==> config.mk <==
export PLATFORM = sky130hd
export DESIGN_NAME = mail_sender_address_extract
export DESIGN_NICKNAME = d
export VERILOG_FILES = /design/src/rtl/msae_pkg.sv /design/src/rtl/msae_ram.sv /design/src/rtl/msae_lexer.sv /design/src/rtl/msae_drain.sv /design/src/rtl/mail_sender_address_extract.sv
export SDC_FILE = /design/constraint.sdc
export NUM_CORES = 1
export LEC_CHECK = 0
export ABC_CLOCK_PERIOD_IN_PS = 15600
export BUFFER_PORTS_ARGS = -buffer_cell sky130_fd_sc_hd__clkbuf_2
export CAP_MARGIN = 20
export CORE_MARGIN = 4
export CORE_UTILIZATION = 66
export CTS_CLUSTER_DIAMETER = 100
export DETAILED_ROUTE_END_ITERATION = 12
export PLACE_DENSITY_LB_ADDON = 0.25
export SLEW_MARGIN = 25
export SYNTH_ARGS = -nofsm -noshare
export SYNTH_HDL_FRONTEND = slang
export SYNTH_HIERARCHICAL = 1
export SYNTH_SLANG_ARGS = --single-unit
==> constraint.sdc <==
create_clock -name clk -period 15.6 [get_ports clk]
set_input_delay 1.56 -clock clk [delete_from_list [all_inputs] [get_ports clk]]
set_output_delay 1.56 -clock clk [all_outputs]
set_load 0.02 [all_outputs]
==> src/rtl/msae_pkg.sv <==
// Package for the mail sender address extractor.
// Holds character codes, default sizes, the scan state type and the structs
// passed between the top level, the lexer and the drain unit. No dependencies.
`default_nettype none

package msae_pkg;

    // Default sizes, overridable through the top-level parameters.
    localparam int ADDR_MAX_DEF          = 64;
    localparam int COMMENT_DEPTH_MAX_DEF = 15;

    // Character codes recognized by the lexer.
    localparam logic [7:0] CH_NUL    = 8'h00;
    localparam logic [7:0] CH_TAB    = 8'h09;
    localparam logic [7:0] CH_LF     = 8'h0A;
    localparam logic [7:0] CH_SPACE  = 8'h20;
    localparam logic [7:0] CH_QUOTE  = 8'h22;
    localparam logic [7:0] CH_LPAREN = 8'h28;
    localparam logic [7:0] CH_RPAREN = 8'h29;
    localparam logic [7:0] CH_LT     = 8'h3C;
    localparam logic [7:0] CH_GT     = 8'h3E;
    localparam logic [7:0] CH_AT     = 8'h40;
    localparam logic [7:0] CH_UP_A   = 8'h41;
    localparam logic [7:0] CH_UP_T   = 8'h54;
    localparam logic [7:0] CH_LO_A   = 8'h61;
    localparam logic [7:0] CH_LO_T   = 8'h74;

    localparam logic [7:0] CRUFT_MAX = 8'hFF;

    // Number of bytes in the lookahead window.
    localparam int WIN_LEN = 4;

    typedef enum logic [1:0] {
        ST_SCAN,
        ST_FLUSH,
        ST_DRAIN
    } msae_state_t;

    // Line state seen by the lexer.
    typedef struct packed {
        logic depth_nz;
        logic in_angle;
        logic in_quote;
        logic done;
        logic at_end;
    } lex_ctx_t;

    // One lexer decision, applied by the top level to its registers.
    typedef struct packed {
        logic [2:0] consume;
        logic       put;
        logic [7:0] put_char;
        logic       bump;
        logic       depth_inc;
        logic       depth_dec;
        logic       set_quote;
        logic       clr_quote;
        logic       open_angle;
        logic       set_done;
    } lex_action_t;

    // Control handed to the drain unit.
    typedef struct packed {
        logic       req;
        logic       trunc;
        logic [7:0] cruft;
    } drain_ctl_t;

endpackage

`default_nettype wire

==> src/rtl/msae_ram.sv <==
// Generic single-write, single-read RAM with a registered read port.
// Holds the gathered address bytes. No dependencies.
`default_nettype none

module msae_ram #(
    parameter int WIDTH = 8,
    parameter int DEPTH = 64,
    localparam int AW   = $clog2(DEPTH)
) (
    input  logic             clk,
    input  logic             we,
    input  logic [AW-1:0]    waddr,
    input  logic [WIDTH-1:0] wdata,
    input  logic             re,
    input  logic [AW-1:0]    raddr,
    output logic [WIDTH-1:0] rdata
);

    logic [WIDTH-1:0] mem [DEPTH];
    logic [WIDTH-1:0] rdata_reg;

    always_ff @(posedge clk)
    begin
        if (we)
        begin
            mem[waddr] <= wdata;
        end
        if (re)
        begin
            rdata_reg <= mem[raddr];
        end
    end

    assign rdata = rdata_reg;

endmodule

`default_nettype wire

==> src/rtl/msae_lexer.sv <==
// Lexer for the mail sender address extractor: decides the byte at the head
// of the lookahead window. Depends on msae_pkg.
`default_nettype none

module msae_lexer (
    input  logic [3:0][7:0]        win,
    input  logic [2:0]             cnt,
    input  msae_pkg::lex_ctx_t     ctx,
    output msae_pkg::lex_action_t  act
);
    import msae_pkg::*;

    logic       at_match;
    logic       active;
    logic [7:0] head;

    assign head   = win[0];
    assign active = (cnt != 3'd0) && !ctx.done;

    // A space followed by "at" in either case and another space.
    assign at_match = (win[1] inside {CH_LO_A, CH_UP_A}) &&
                      (win[2] inside {CH_LO_T, CH_UP_T}) &&
                      (win[3] == CH_SPACE);

    always_comb
    begin
        act = '0;
        if (active)
        begin
            if (ctx.depth_nz)
            begin
                // Inside a comment only the parentheses matter.
                act.depth_inc = (head == CH_LPAREN);
                act.depth_dec = (head == CH_RPAREN);
                act.consume   = 3'd1;
            end
            else if (ctx.in_angle && (head == CH_GT))
            begin
                // The closing bracket waits for one more byte unless the line ended.
                if ((cnt >= 3'd2) || ctx.at_end)
                begin
                    act.set_done = 1'b1;
                    act.bump     = (cnt < 3'd2) || (win[1] != CH_LF);
                    act.consume  = 3'd1;
                end
            end
            else if (ctx.in_quote)
            begin
                act.clr_quote = (head == CH_QUOTE);
                act.put       = 1'b1;
                act.put_char  = head;
                act.consume   = 3'd1;
            end
            else
            begin
                case (head)
                    CH_SPACE:
                    begin
                        if (cnt == 3'd4)
                        begin
                            if (at_match)
                            begin
                                act.put      = 1'b1;
                                act.put_char = CH_AT;
                                act.consume  = 3'd4;
                            end
                            else
                            begin
                                act.consume = 3'd1;
                            end
                        end
                        else if (ctx.at_end)
                        begin
                            act.consume = 3'd1;
                        end
                    end
                    CH_LT:
                    begin
                        act.open_angle = 1'b1;
                        act.consume    = 3'd1;
                    end
                    CH_LPAREN:
                    begin
                        act.bump      = 1'b1;
                        act.depth_inc = 1'b1;
                        act.consume   = 3'd1;
                    end
                    CH_QUOTE:
                    begin
                        act.set_quote = 1'b1;
                        act.put       = 1'b1;
                        act.put_char  = head;
                        act.consume   = 3'd1;
                    end
                    CH_TAB, CH_LF:
                    begin
                        act.consume = 3'd1;
                    end
                    default:
                    begin
                        act.put      = 1'b1;
                        act.put_char = head;
                        act.consume  = 3'd1;
                    end
                endcase
            end
        end
    end

endmodule

`default_nettype wire

==> src/rtl/msae_drain.sv <==
// Drain unit for the mail sender address extractor: reads the gathered
// address out of the RAM and presents it on the result stream.
// Depends on msae_pkg; drives the read port of msae_ram.
`default_nettype none

module msae_drain #(
    parameter int  ADDR_MAX = msae_pkg::ADDR_MAX_DEF,
    localparam int AW       = $clog2(ADDR_MAX),
    localparam int LW       = $clog2(ADDR_MAX + 1)
) (
    input  logic                   clk,
    input  logic                   rst_n,
    input  msae_pkg::drain_ctl_t   ctl,
    input  logic [LW-1:0]          len,
    output logic                   done,
    output logic                   rd_en,
    output logic [AW-1:0]          rd_addr,
    input  logic [7:0]             rd_data,
    output logic                   m_axis_tvalid,
    input  logic                   m_axis_tready,
    output logic [23:0]            m_axis_tdata,  // addr_byte, cruft_count, truncated, zero pad
    output logic                   m_axis_tuser,  // addr_present
    output logic                   m_axis_tlast   // run_last
);
    import msae_pkg::*;

    logic [AW-1:0] idx_reg, idx_next;
    logic          rdv_reg, rdv_next;
    logic          rd_present_reg, rd_last_reg, rd_trunc_reg;
    logic [7:0]    rd_cruft_reg;
    logic          out_valid_reg, out_valid_next;
    logic [7:0]    out_byte_reg, out_cruft_reg;
    logic          out_present_reg, out_last_reg, out_trunc_reg;

    logic out_free, move, rd_free, issue, last_issue, empty;

    assign empty      = (len == '0);
    assign out_free   = !out_valid_reg || m_axis_tready;
    assign move       = rdv_reg && out_free;
    assign rd_free    = !rdv_reg || move;
    assign issue      = ctl.req && rd_free;
    assign last_issue = empty || ((LW'(idx_reg) + LW'(1)) == len);

    assign done    = issue && last_issue;
    assign rd_en   = issue && !empty;
    assign rd_addr = idx_reg;

    always_comb
    begin
        idx_next = idx_reg;
        if (issue)
        begin
            idx_next = last_issue ? '0 : idx_reg + AW'(1);
        end
        rdv_next = issue ? 1'b1 : (move ? 1'b0 : rdv_reg);
        out_valid_next = move ? 1'b1 : (m_axis_tready ? 1'b0 : out_valid_reg);
    end

    always_ff @(posedge clk or negedge rst_n)
    begin
        if (!rst_n)
        begin
            idx_reg       <= '0;
            rdv_reg       <= 1'b0;
            out_valid_reg <= 1'b0;
        end
        else
        begin
            idx_reg       <= idx_next;
            rdv_reg       <= rdv_next;
            out_valid_reg <= out_valid_next;
        end
    end

    // Side information travels alongside the RAM read.
    always_ff @(posedge clk)
    begin
        if (issue)
        begin
            rd_present_reg <= !empty;
            rd_last_reg    <= last_issue;
            rd_trunc_reg   <= ctl.trunc;
            rd_cruft_reg   <= ctl.cruft;
        end
        if (move)
        begin
            out_byte_reg    <= rd_present_reg ? rd_data : CH_NUL;
            out_present_reg <= rd_present_reg;
            out_last_reg    <= rd_last_reg;
            out_trunc_reg   <= rd_trunc_reg;
            out_cruft_reg   <= rd_cruft_reg;
        end
    end

    assign m_axis_tvalid = out_valid_reg;
    assign m_axis_tdata  = {7'd0, out_trunc_reg, out_cruft_reg, out_byte_reg};
    assign m_axis_tuser  = out_present_reg;
    assign m_axis_tlast  = out_last_reg;

endmodule

`default_nettype wire

==> src/rtl/mail_sender_address_extract.sv <==
// Top level of the mail sender address extractor.
// Depends on msae_pkg, msae_ram, msae_lexer and msae_drain.
`default_nettype none

// The block takes the bytes of one mail From line on the input stream, one
// byte per transaction with tlast on the final byte, and returns the sender
// address on the output stream as a run of transactions, one per address
// byte, with tlast on the last one. Comments in parentheses are dropped,
// quoted text is kept as is, tabs, newlines and stray spaces are dropped,
// " at " in any case becomes '@', '<' restarts the address and a '>' after it ends the
// scan. An empty address gives a single transaction with tuser low. The
// cruft count carried on every result is a saturating count kept since
// reset. Within a line one byte is taken per cycle. After the final byte
// the input is held off while the lookahead window of up to four bytes is
// resolved, and while the address is read out of the buffer RAM, one entry
// a cycle through its single read port while the output stream is not
// stalled. The next line is taken as soon as the last read has been
// issued, while earlier results may still wait in the output stages. No
// clearing pass is needed after reset.
module mail_sender_address_extract #(
    parameter int ADDR_MAX          = msae_pkg::ADDR_MAX_DEF,
    parameter int COMMENT_DEPTH_MAX = msae_pkg::COMMENT_DEPTH_MAX_DEF
) (
    input  logic        clk,
    input  logic        rst_n,
    input  logic        s_axis_tvalid,
    output logic        s_axis_tready,
    input  logic [7:0]  s_axis_tdata,   // line_byte
    input  logic        s_axis_tlast,   // end_of_line
    output logic        m_axis_tvalid,
    input  logic        m_axis_tready,
    output logic [23:0] m_axis_tdata,   // addr_byte, cruft_count, truncated, zero pad
    output logic        m_axis_tuser,   // addr_present
    output logic        m_axis_tlast    // run_last
);
    import msae_pkg::*;

    localparam int AW = $clog2(ADDR_MAX);
    localparam int LW = $clog2(ADDR_MAX + 1);
    localparam int DW = $clog2(COMMENT_DEPTH_MAX + 1);

    msae_state_t     state_reg, state_next;
    logic [3:0][7:0] win_reg, win_next, win_shift;
    logic [2:0]      win_cnt_reg, win_cnt_next, cnt_after, cons;
    logic [LW-1:0]   len_reg, len_next;
    logic [DW-1:0]   depth_reg, depth_next;
    logic            angle_reg, angle_next;
    logic            quote_reg, quote_next;
    logic            done_reg, done_next;
    logic            term_reg, term_next;
    logic            ovf_reg, ovf_next;
    logic [7:0]      cruft_reg, cruft_next;

    logic            accept, push, lex_en, bump, drain_done;
    logic            ram_we, rd_en;
    logic [AW-1:0]   rd_addr;
    logic [7:0]      rd_data;
    lex_ctx_t        ctx;
    lex_action_t     act;
    drain_ctl_t      dctl;

    assign s_axis_tready = (state_reg == ST_SCAN);
    assign accept        = s_axis_tvalid && s_axis_tready;
    assign lex_en        = (state_reg != ST_DRAIN);

    // A zero byte or the line end means no further bytes will arrive for
    // this line, so the window is resolved without waiting for lookahead.
    assign ctx.depth_nz = (depth_reg != '0);
    assign ctx.in_angle = angle_reg;
    assign ctx.in_quote = quote_reg;
    assign ctx.done     = done_reg || !lex_en;
    assign ctx.at_end   = term_reg;

    msae_lexer u_lexer (
        .win (win_reg),
        .cnt (win_cnt_reg),
        .ctx (ctx),
        .act (act)
    );

    assign cons = act.consume;
    assign bump = act.bump || (act.open_angle && (len_reg != '0));

    // Bytes are only written while the buffer has room.
    assign ram_we = act.put && (len_reg < LW'(ADDR_MAX));

    msae_ram #(
        .WIDTH (8),
        .DEPTH (ADDR_MAX)
    ) u_ram (
        .clk   (clk),
        .we    (ram_we),
        .waddr (AW'(len_reg)),
        .wdata (act.put_char),
        .re    (rd_en),
        .raddr (rd_addr),
        .rdata (rd_data)
    );

    assign dctl.req   = (state_reg == ST_DRAIN);
    assign dctl.trunc = ovf_reg;
    assign dctl.cruft = cruft_reg;

    msae_drain #(
        .ADDR_MAX (ADDR_MAX)
    ) u_drain (
        .clk           (clk),
        .rst_n         (rst_n),
        .ctl           (dctl),
        .len           (len_reg),
        .done          (drain_done),
        .rd_en         (rd_en),
        .rd_addr       (rd_addr),
        .rd_data       (rd_data),
        .m_axis_tvalid (m_axis_tvalid),
        .m_axis_tready (m_axis_tready),
        .m_axis_tdata  (m_axis_tdata),
        .m_axis_tuser  (m_axis_tuser),
        .m_axis_tlast  (m_axis_tlast)
    );

    // Line state update: apply the lexer decision, then append the new byte.
    always_comb
    begin
        len_next   = len_reg;
        depth_next = depth_reg;
        angle_next = angle_reg;
        quote_next = quote_reg;
        ovf_next   = ovf_reg;
        cruft_next = cruft_reg;
        done_next  = done_reg || act.set_done;

        if (act.depth_inc && (depth_reg < DW'(COMMENT_DEPTH_MAX)))
        begin
            depth_next = depth_reg + DW'(1);
        end
        if (act.depth_dec)
        begin
            depth_next = depth_reg - DW'(1);
        end
        if (act.set_quote)
        begin
            quote_next = 1'b1;
        end
        if (act.clr_quote)
        begin
            quote_next = 1'b0;
        end
        if (act.open_angle)
        begin
            angle_next = 1'b1;
            len_next   = '0;
            ovf_next   = 1'b0;
        end
        if (act.put)
        begin
            if (ram_we)
            begin
                len_next = len_reg + LW'(1);
            end
            else
            begin
                ovf_next = 1'b1;
            end
        end
        if (bump && (cruft_reg != CRUFT_MAX))
        begin
            cruft_next = cruft_reg + 8'd1;
        end

        // Drop the consumed bytes from the front of the window.
        case (cons)
            3'd1:    win_shift = {8'h00, win_reg[3:1]};
            3'd4:    win_shift = '0;
            default: win_shift = win_reg;
        endcase
        cnt_after = win_cnt_reg - cons;

        push = accept && !term_reg && !done_next && (s_axis_tdata != CH_NUL);
        win_next = win_shift;
        if (push)
        begin
            win_next[cnt_after[1:0]] = s_axis_tdata;
        end
        win_cnt_next = done_next ? 3'd0 : (cnt_after + {2'b00, push});

        term_next = term_reg || (accept && (s_axis_tlast || (s_axis_tdata == CH_NUL)));

        state_next = state_reg;
        case (state_reg)
            ST_SCAN:
            begin
                if (accept && s_axis_tlast)
                begin
                    state_next = ST_FLUSH;
                end
            end
            ST_FLUSH:
            begin
                if ((win_cnt_reg == 3'd0) || done_reg)
                begin
                    state_next = ST_DRAIN;
                end
            end
            ST_DRAIN:
            begin
                if (drain_done)
                begin
                    state_next = ST_SCAN;
                end
            end
            default:
            begin
                state_next = ST_SCAN;
            end
        endcase

        // The last read of the run has been issued: the line starts over.
        if (drain_done)
        begin
            len_next     = '0;
            depth_next   = '0;
            angle_next   = 1'b0;
            quote_next   = 1'b0;
            done_next    = 1'b0;
            term_next    = 1'b0;
            ovf_next     = 1'b0;
            win_cnt_next = 3'd0;
        end
    end

    always_ff @(posedge clk or negedge rst_n)
    begin
        if (!rst_n)
        begin
            state_reg   <= ST_SCAN;
            win_cnt_reg <= 3'd0;
            len_reg     <= '0;
            depth_reg   <= '0;
            angle_reg   <= 1'b0;
            quote_reg   <= 1'b0;
            done_reg    <= 1'b0;
            term_reg    <= 1'b0;
            ovf_reg     <= 1'b0;
            cruft_reg   <= 8'd0;
        end
        else
        begin
            state_reg   <= state_next;
            win_cnt_reg <= win_cnt_next;
            len_reg     <= len_next;
            depth_reg   <= depth_next;
            angle_reg   <= angle_next;
            quote_reg   <= quote_next;
            done_reg    <= done_next;
            term_reg    <= term_next;
            ovf_reg     <= ovf_next;
            cruft_reg   <= cruft_next;
        end
    end

    // Window bytes are qualified by the window count.
    always_ff @(posedge clk)
    begin
        win_reg <= win_next;
    end

`ifndef SYNTH
    // The window never holds more bytes than it has room for.
    assert property (@(posedge clk) disable iff (!rst_n) win_cnt_reg <= 3'd4)
        else $error("lookahead window overfilled");

    // The buffer is only read out once the window has been resolved.
    assert property (@(posedge clk) disable iff (!rst_n)
        (state_reg == ST_DRAIN) |-> ((win_cnt_reg == 3'd0) || done_reg))
        else $error("drain started with unresolved lookahead");

    // An empty address is reported as a single result with a zero byte.
    assert property (@(posedge clk) disable iff (!rst_n)
        (m_axis_tvalid && !m_axis_tuser) |-> (m_axis_tlast && (m_axis_tdata[7:0] == CH_NUL)))
        else $error("empty address result malformed");

    // The final byte of a line holds off further input until the run is read.
    assert property (@(posedge clk) disable iff (!rst_n)
        (accept && s_axis_tlast) |=> !s_axis_tready)
        else $error("input taken directly after line end");
`endif

endmodule

`default_nettype wire
## Word-level counts from Yosys, hierarchy flattened

Memory sizes are Yosys's and may differ from the RTL's. A register that Yosys moved wholly into a read port is not among the register bits.
Index checks and enable logic that the tools add are counted.

- RAM bits: 512
- Memories kept: 1
- Flip-flop bits (word level): 99

Memories:

| name | depth | width | rd ports | clocked after memory_dff | wr ports | line | text |
|---|---|---|---|---|---|---|---|
| u_ram.mem | 64 | 8 | 1 | 1 | 1 | msae_ram.sv:19 | `logic [WIDTH-1:0] mem [DEPTH];` |

- Muxes and demuxes: 66
- Order comparisons: 6
- Equal/unequal tests: 25
- Reductions and logical operators: 54
- Add/sub/neg operators: 8

Operators by type and width:

| kind | count |
|---|---|
| case mux 32 bit (2 select lines) | 1 |
| == test 8 x 6 -> 1 bit, second input constant | 7 |
| bitwise mux 32 bit | 1 |
| == test 8 x 7 -> 1 bit, second input constant | 4 |
| two-way mux 32 bit | 1 |
| two-way mux 1 bit | 31 |
| two-way mux 7 bit | 4 |
| two-way mux 9 bit | 3 |
| two-way mux 3 bit | 8 |
| logical AND 1 bit | 19 |
| two-way mux 19 bit | 1 |
| case mux 9 bit (2 select lines) | 1 |
| demux 8 bit (select 2 bit) | 1 |
| == test 8 x 4 -> 1 bit, second input constant | 2 |
| two-way mux 4 bit | 4 |
| two-way mux 12 bit | 1 |
| logical OR 1 bit | 11 |
| two-way mux 10 bit | 1 |
| two-way mux 2 bit | 5 |
| nonzero test 2 bit | 5 |
| nonzero test 3 bit | 3 |
| adder 8 x 1 -> 8 bit, second input constant | 1 |
| zero test 8 bit | 1 |
| two-way mux 8 bit | 1 |
| 33 further kinds | 42 |

## Longest topological paths before layout

- Depth in word-level cells: 18
- Gate-level depth with buffers: 13
- Gate-level depth less buffers: 12

## Hierarchy

The synthesis kept the hierarchy.

Modules (own cells, without submodules):

| module | times used | area an instance (um2) | cells an instance | seq. area each (um2) |
|---|---|---|---|---|
| msae_ram | 1 | 20246.9 | 940 | 15615.0 |
| mail_sender_address_extract | 1 | 2926.6 | 282 | 1366.3 |
| msae_drain | 1 | 1615.3 | 112 | 1101.1 |
| msae_lexer | 1 | 488.0 | 74 | 0.0 |

## Least setup slack after synthesis

No wires, ideal clock.

- Kind: reg-to-reg
- Start: register depth_reg[0]
- End: memory u_ram.mem[0][5], data pin
- Stages on the path, launching flop included: 7
- Data required time: 14919 ps
- Path slack: 10650 ps
- Arrival time: 4269 ps
- Cell sequence: dfrtp_1 > or4_1 > or3_1 > buf_2 > or2_1 > buf_2 > nor3_1

RTL lines:

| element | line | text |
|---|---|---|
| start, declared | mail_sender_address_extract.sv:46 | `logic [DW-1:0] depth_reg, depth_next;` |
| start signal, assigned | mail_sender_address_extract.sv:252 | `depth_reg <= depth_next;` |
| end, declared | msae_ram.sv:19 |  |

==> impl_metrics.py <==
metrics = {
    "outcome": {
        "result_of_the_run": "finished, final reports clean",
    },
    "yosys": {
        "synth_simple_gate_area_share": 0.0694,
        "synthDistinctLibCells": 82,
        "post-synth-top-area-cell": "sky130_fd_sc_hd__edfxtp_1",
        "number_of_flops_mapped_to_enable_cells_by_yosys": 550,
        "synth.cell_area_um2": 25300,
        "synth-async-reset-ratio": 0.0598,
        "synth.cells.most_frequent": "550 x sky130_fd_sc_hd__edfxtp_1, 126 x sky130_fd_sc_hd__mux4_2, 117 x sky130_fd_sc_hd__nor2_1",
        "synth.most_common_cell": "sky130_fd_sc_hd__edfxtp_1",
        "synth_sequential_area_ratio": 0.715,
        "yosys_most_used_dff": "sky130_fd_sc_hd__edfxtp_1",
        "postSynthRegisterBits": 619,
        "synth-adder-area-share": 0.00604,
        "largest_family_of_logic_cells_by_synthesized_area": "multiplexers",
        "post_synth_inst_count": 1408,
        "synth_area_per_cell_um2": 18.0,
        "netlist.area_leader.share": 0.653,
        "post_synth_mux_area_share": 0.140,
        "post_synth_xor_xnor_area": 0.00747,
        "yosys-top-cells-area": "sky130_fd_sc_hd__edfxtp_1 65%, sky130_fd_sc_hd__mux4_2 11%, sky130_fd_sc_hd__dfrtp_1 3.7%, sky130_fd_sc_hd__dfxtp_1 2.5%, sky130_fd_sc_hd__mux2_2 1.8%",
        "synthesis.yosys.warnings": 6,
        "synth-compound-area-share": 0.0410,
    },
    "cts": {
        "cts.clk_slew.worst_paths_ns": 0.06,
        "holdBufCountCts": 0,
        "cts_repair_resize_count": 0,
        "clk_root_buffer_cell": "sky130_fd_sc_hd__clkbuf_16",
        "clock_insertion_delay_worst_skew_ns": 0.62,
        "clock_tree_sinks": 619,
        "cts_max_path_buffers": 3,
        "cts_inserted_buffers": 58,
        "setup_bufs_post_cts": 0,
        "cts_tree": "done",
        "cts.htree.levels": 2,
    },
    "global_route": {
        "grt_overflow_total": 0,
        "antenna_found_initial": 0,
        "grt_pass1_vias": 13600,
        "globalRouteTotalUtil": 0.282,
        "first_pass_grt_wire_length_mm": 86.7,
        "grt_max_degree": 65,
    },
    "sta": {
        "final.setup_skew_ns": 0.0158,
        "final.period_utilization": 0.308,
        "timing.final.crit_period_ns": 4.80,
        "finish_stage_setup_viols": 0,
        "relSlewSlack": 0.384,
        "tightest_slew_ns": 0.915,
        "timing.final.max_slew_violations": 0,
        "clock.fmax_mhz": 208,
        "fin_ws_ns": 10.80,
        "timing_hold_violations_final": 0,
        "fin_tns_setup_ns": 0,
        "rsz0062_at_grt": "false",
    },
    "floorplan": {
        "placeableCoreArea_um2": 37800,
        "dieArea_um2": 41500,
        "boundaryPins": 41,
        "initial_utilization": 0.669,
        "die-height_um": 204,
        "die_width_um": 204,
        "row_count": 71,
    },
    "drt": {
        "drc": 0,
        "vias_per_cell": 6.76,
        "drt_iter0_markers": 1672,
        "wl_met1_mm": 21.6,
        "route.top_layer_used": "met4",
        "total_detailed_routing_wirelength_mm": 57.1,
        "route.antenna.remaining_nets": 0,
        "route.detailed.wl_per_inst_um": 28.4,
        "routed-via-count": 13600,
        "met3_length_mm": 6.10,
        "detailroute.wirelength.met2_mm": 27.5,
        "first_pass_iters": 5,
    },
    "pwr": {
        "combinationalPowerShare": 0.085,
        "power.net_switching_mw": 0.848,
        "seqPwrFrac": 0.508,
        "p_int_mw": 2.81,
        "pwr_density_cell_nw_per_um2": 131,
        "irDropWorstVdd_mv": 0.107,
        "cellLeakagePower_nw": 7.56,
        "netSwitchingFraction": 0.232,
        "power.clock.fraction": 0.406,
    },
    "hold_path": {
        "class_of_the_worst_hold_path": "register to register",
    },
    "placed_design": {
        "dp.cells": 1904,
        "hpwlAfterDp_mm": 32.8,
        "gpl.final_weighted_congestion": 0.858,
        "dpl-instance-area_um2": 25900,
        "pre_cts_slack_ns": 10.97,
        "place.port_buffers": 33,
    },
    "cells_and_area": {
        "antenna_cells": 0,
        "layout.core_utilization": 0.738,
        "layout.nets": 1477,
        "drive_above_1_share": 0.232,
        "area_delta_synth_final_pct": 10.3,
        "post-route-cell-area_um2": 27900,
        "layout.cells.non_filler": 2013,
        "largest_reg_flops": 512,
        "fillerInstances": 2159,
    },
    "worst_setup_path": {
        "worstPathRequired_ns": 15.84,
        "worst-setup-path-type": "register to register",
        "arrival_ns": 5.04,
        "critPathMaxStageDelay_ns": 0.76,
        "critPathMaxFanout": 12,
        "worst_path_max_delay_cell": "sky130_fd_sc_hd__nor2_1",
        "endpoint_kind": "register",
        "critical_path.cell_chain": "or4_1, or3_1, or2_1, a21oi_1, nand2b_1, inv_1, nor2b_1, nand3_1, nor2_1",
        "crit_path_start_kind": "register",
    },
    "job": {
        "maximum_capacitance_violations": 0,
    },
}
-- per-stage QoR --
step / total power [mW] / hold slack, ns
2_1_floorplan: 2.13 / 0.400
3_3_place_gp: 2.20 / 0.401
3_5_place_dp: 2.20 / 0.405
4_1_cts: 3.67 / 0.415
5_1_grt: 3.77 / 0.435
6_report: 3.66 / 0.417
-- area by class of cell --
type                    count  area [um2]  share of cell area
clock buffers              66        1480              0.0531
clock inverters            43         526              0.0189
inverters                  18        67.6             0.00242
multi-input cells         704        6750               0.242
flip-flops and latches    619       18100               0.649
well taps                 511         639              0.0229
repair buffers             52         312              0.0112
-- per-layer routing --
| metal | GRT usage | vias up |
|---|---|---|
| met1 | 0.403 | 6931 |
| met2 | 0.439 | 835 |
| met5 | 0 | - |
| met4 | 0.0947 | 0 |
| met3 | 0.0685 | 123 |
| li1 | - | 5718 |
-- worst max-delay path: cells and delay by family (launching register included) --
kind | cells | cell delay [ns]
AOI/OAI and AO/OA | 1 | 0.26
DFF | 1 | 0.44
buffers and inverters | 1 | 0.38
and+or+nand+nor | 7 | 3.32
-- path summary, 6_finish.rpt --
path,startpoint,to,slack (ns),cells after the start
min reg2reg,u_drain/rd_trunc_reg,u_drain/out_trunc_reg,0.42,0
max,depth_reg[0],u_ram/mem[14][5],10.80,9
min,u_drain/rd_trunc_reg,u_drain/out_trunc_reg,0.42,0
max reg2reg,depth_reg[0],u_ram/mem[14][5],10.80,9
max in group asynchronous,rst_n,u_drain/rd_addr[1],13.94,1
min in group asynchronous,rst_n,cruft_reg[1],1.04,1
-- power groups by stage --
stage | sequential, mW | clock [mW] | combinational [mW]
after floorplan | 1.85 | 0 | 0.276
after global placement | 1.89 | 0 | 0.301
after detailed placement | 1.90 | 0 | 0.308
after CTS | 1.86 | 1.50 | 0.311
after global routing | 1.86 | 1.58 | 0.330
final | 1.86 | 1.49 | 0.312
-- logic make-up (layout without fill, tap and decap cells) --
kind of cell    after synthesis  in the layout
xor+xnor                     20             20
fa+ha+maj                    11             11
mux                         192            192
buf+inv                      91            179
simple gates                341            341
compound gates              132            132
flops                       619            619
other cells                   2              8
-- placed cells by master, fill, tap and decap left out, drive strengths merged, types with 8 or more instances in the layout --
master	count
a21oi	20
o22ai	9
o21ai	18
ha	9
edfxtp	550
o221ai	9
nor3	27
and2	19
nor2b	18
inv	21
nand2b	18
or2	9
nand4	10
nor4	11
nand2	49
mux4	126
nand3	26
mux2	41
xnor2	14
or3	8
nor2	118
bufinv	12
a22o	26
dfxtp	32
clkinv	25
dfrtp	37
clkbuf	98
mux2i	25
buf	20
conb	8
(Power assumes the default switching activity.)
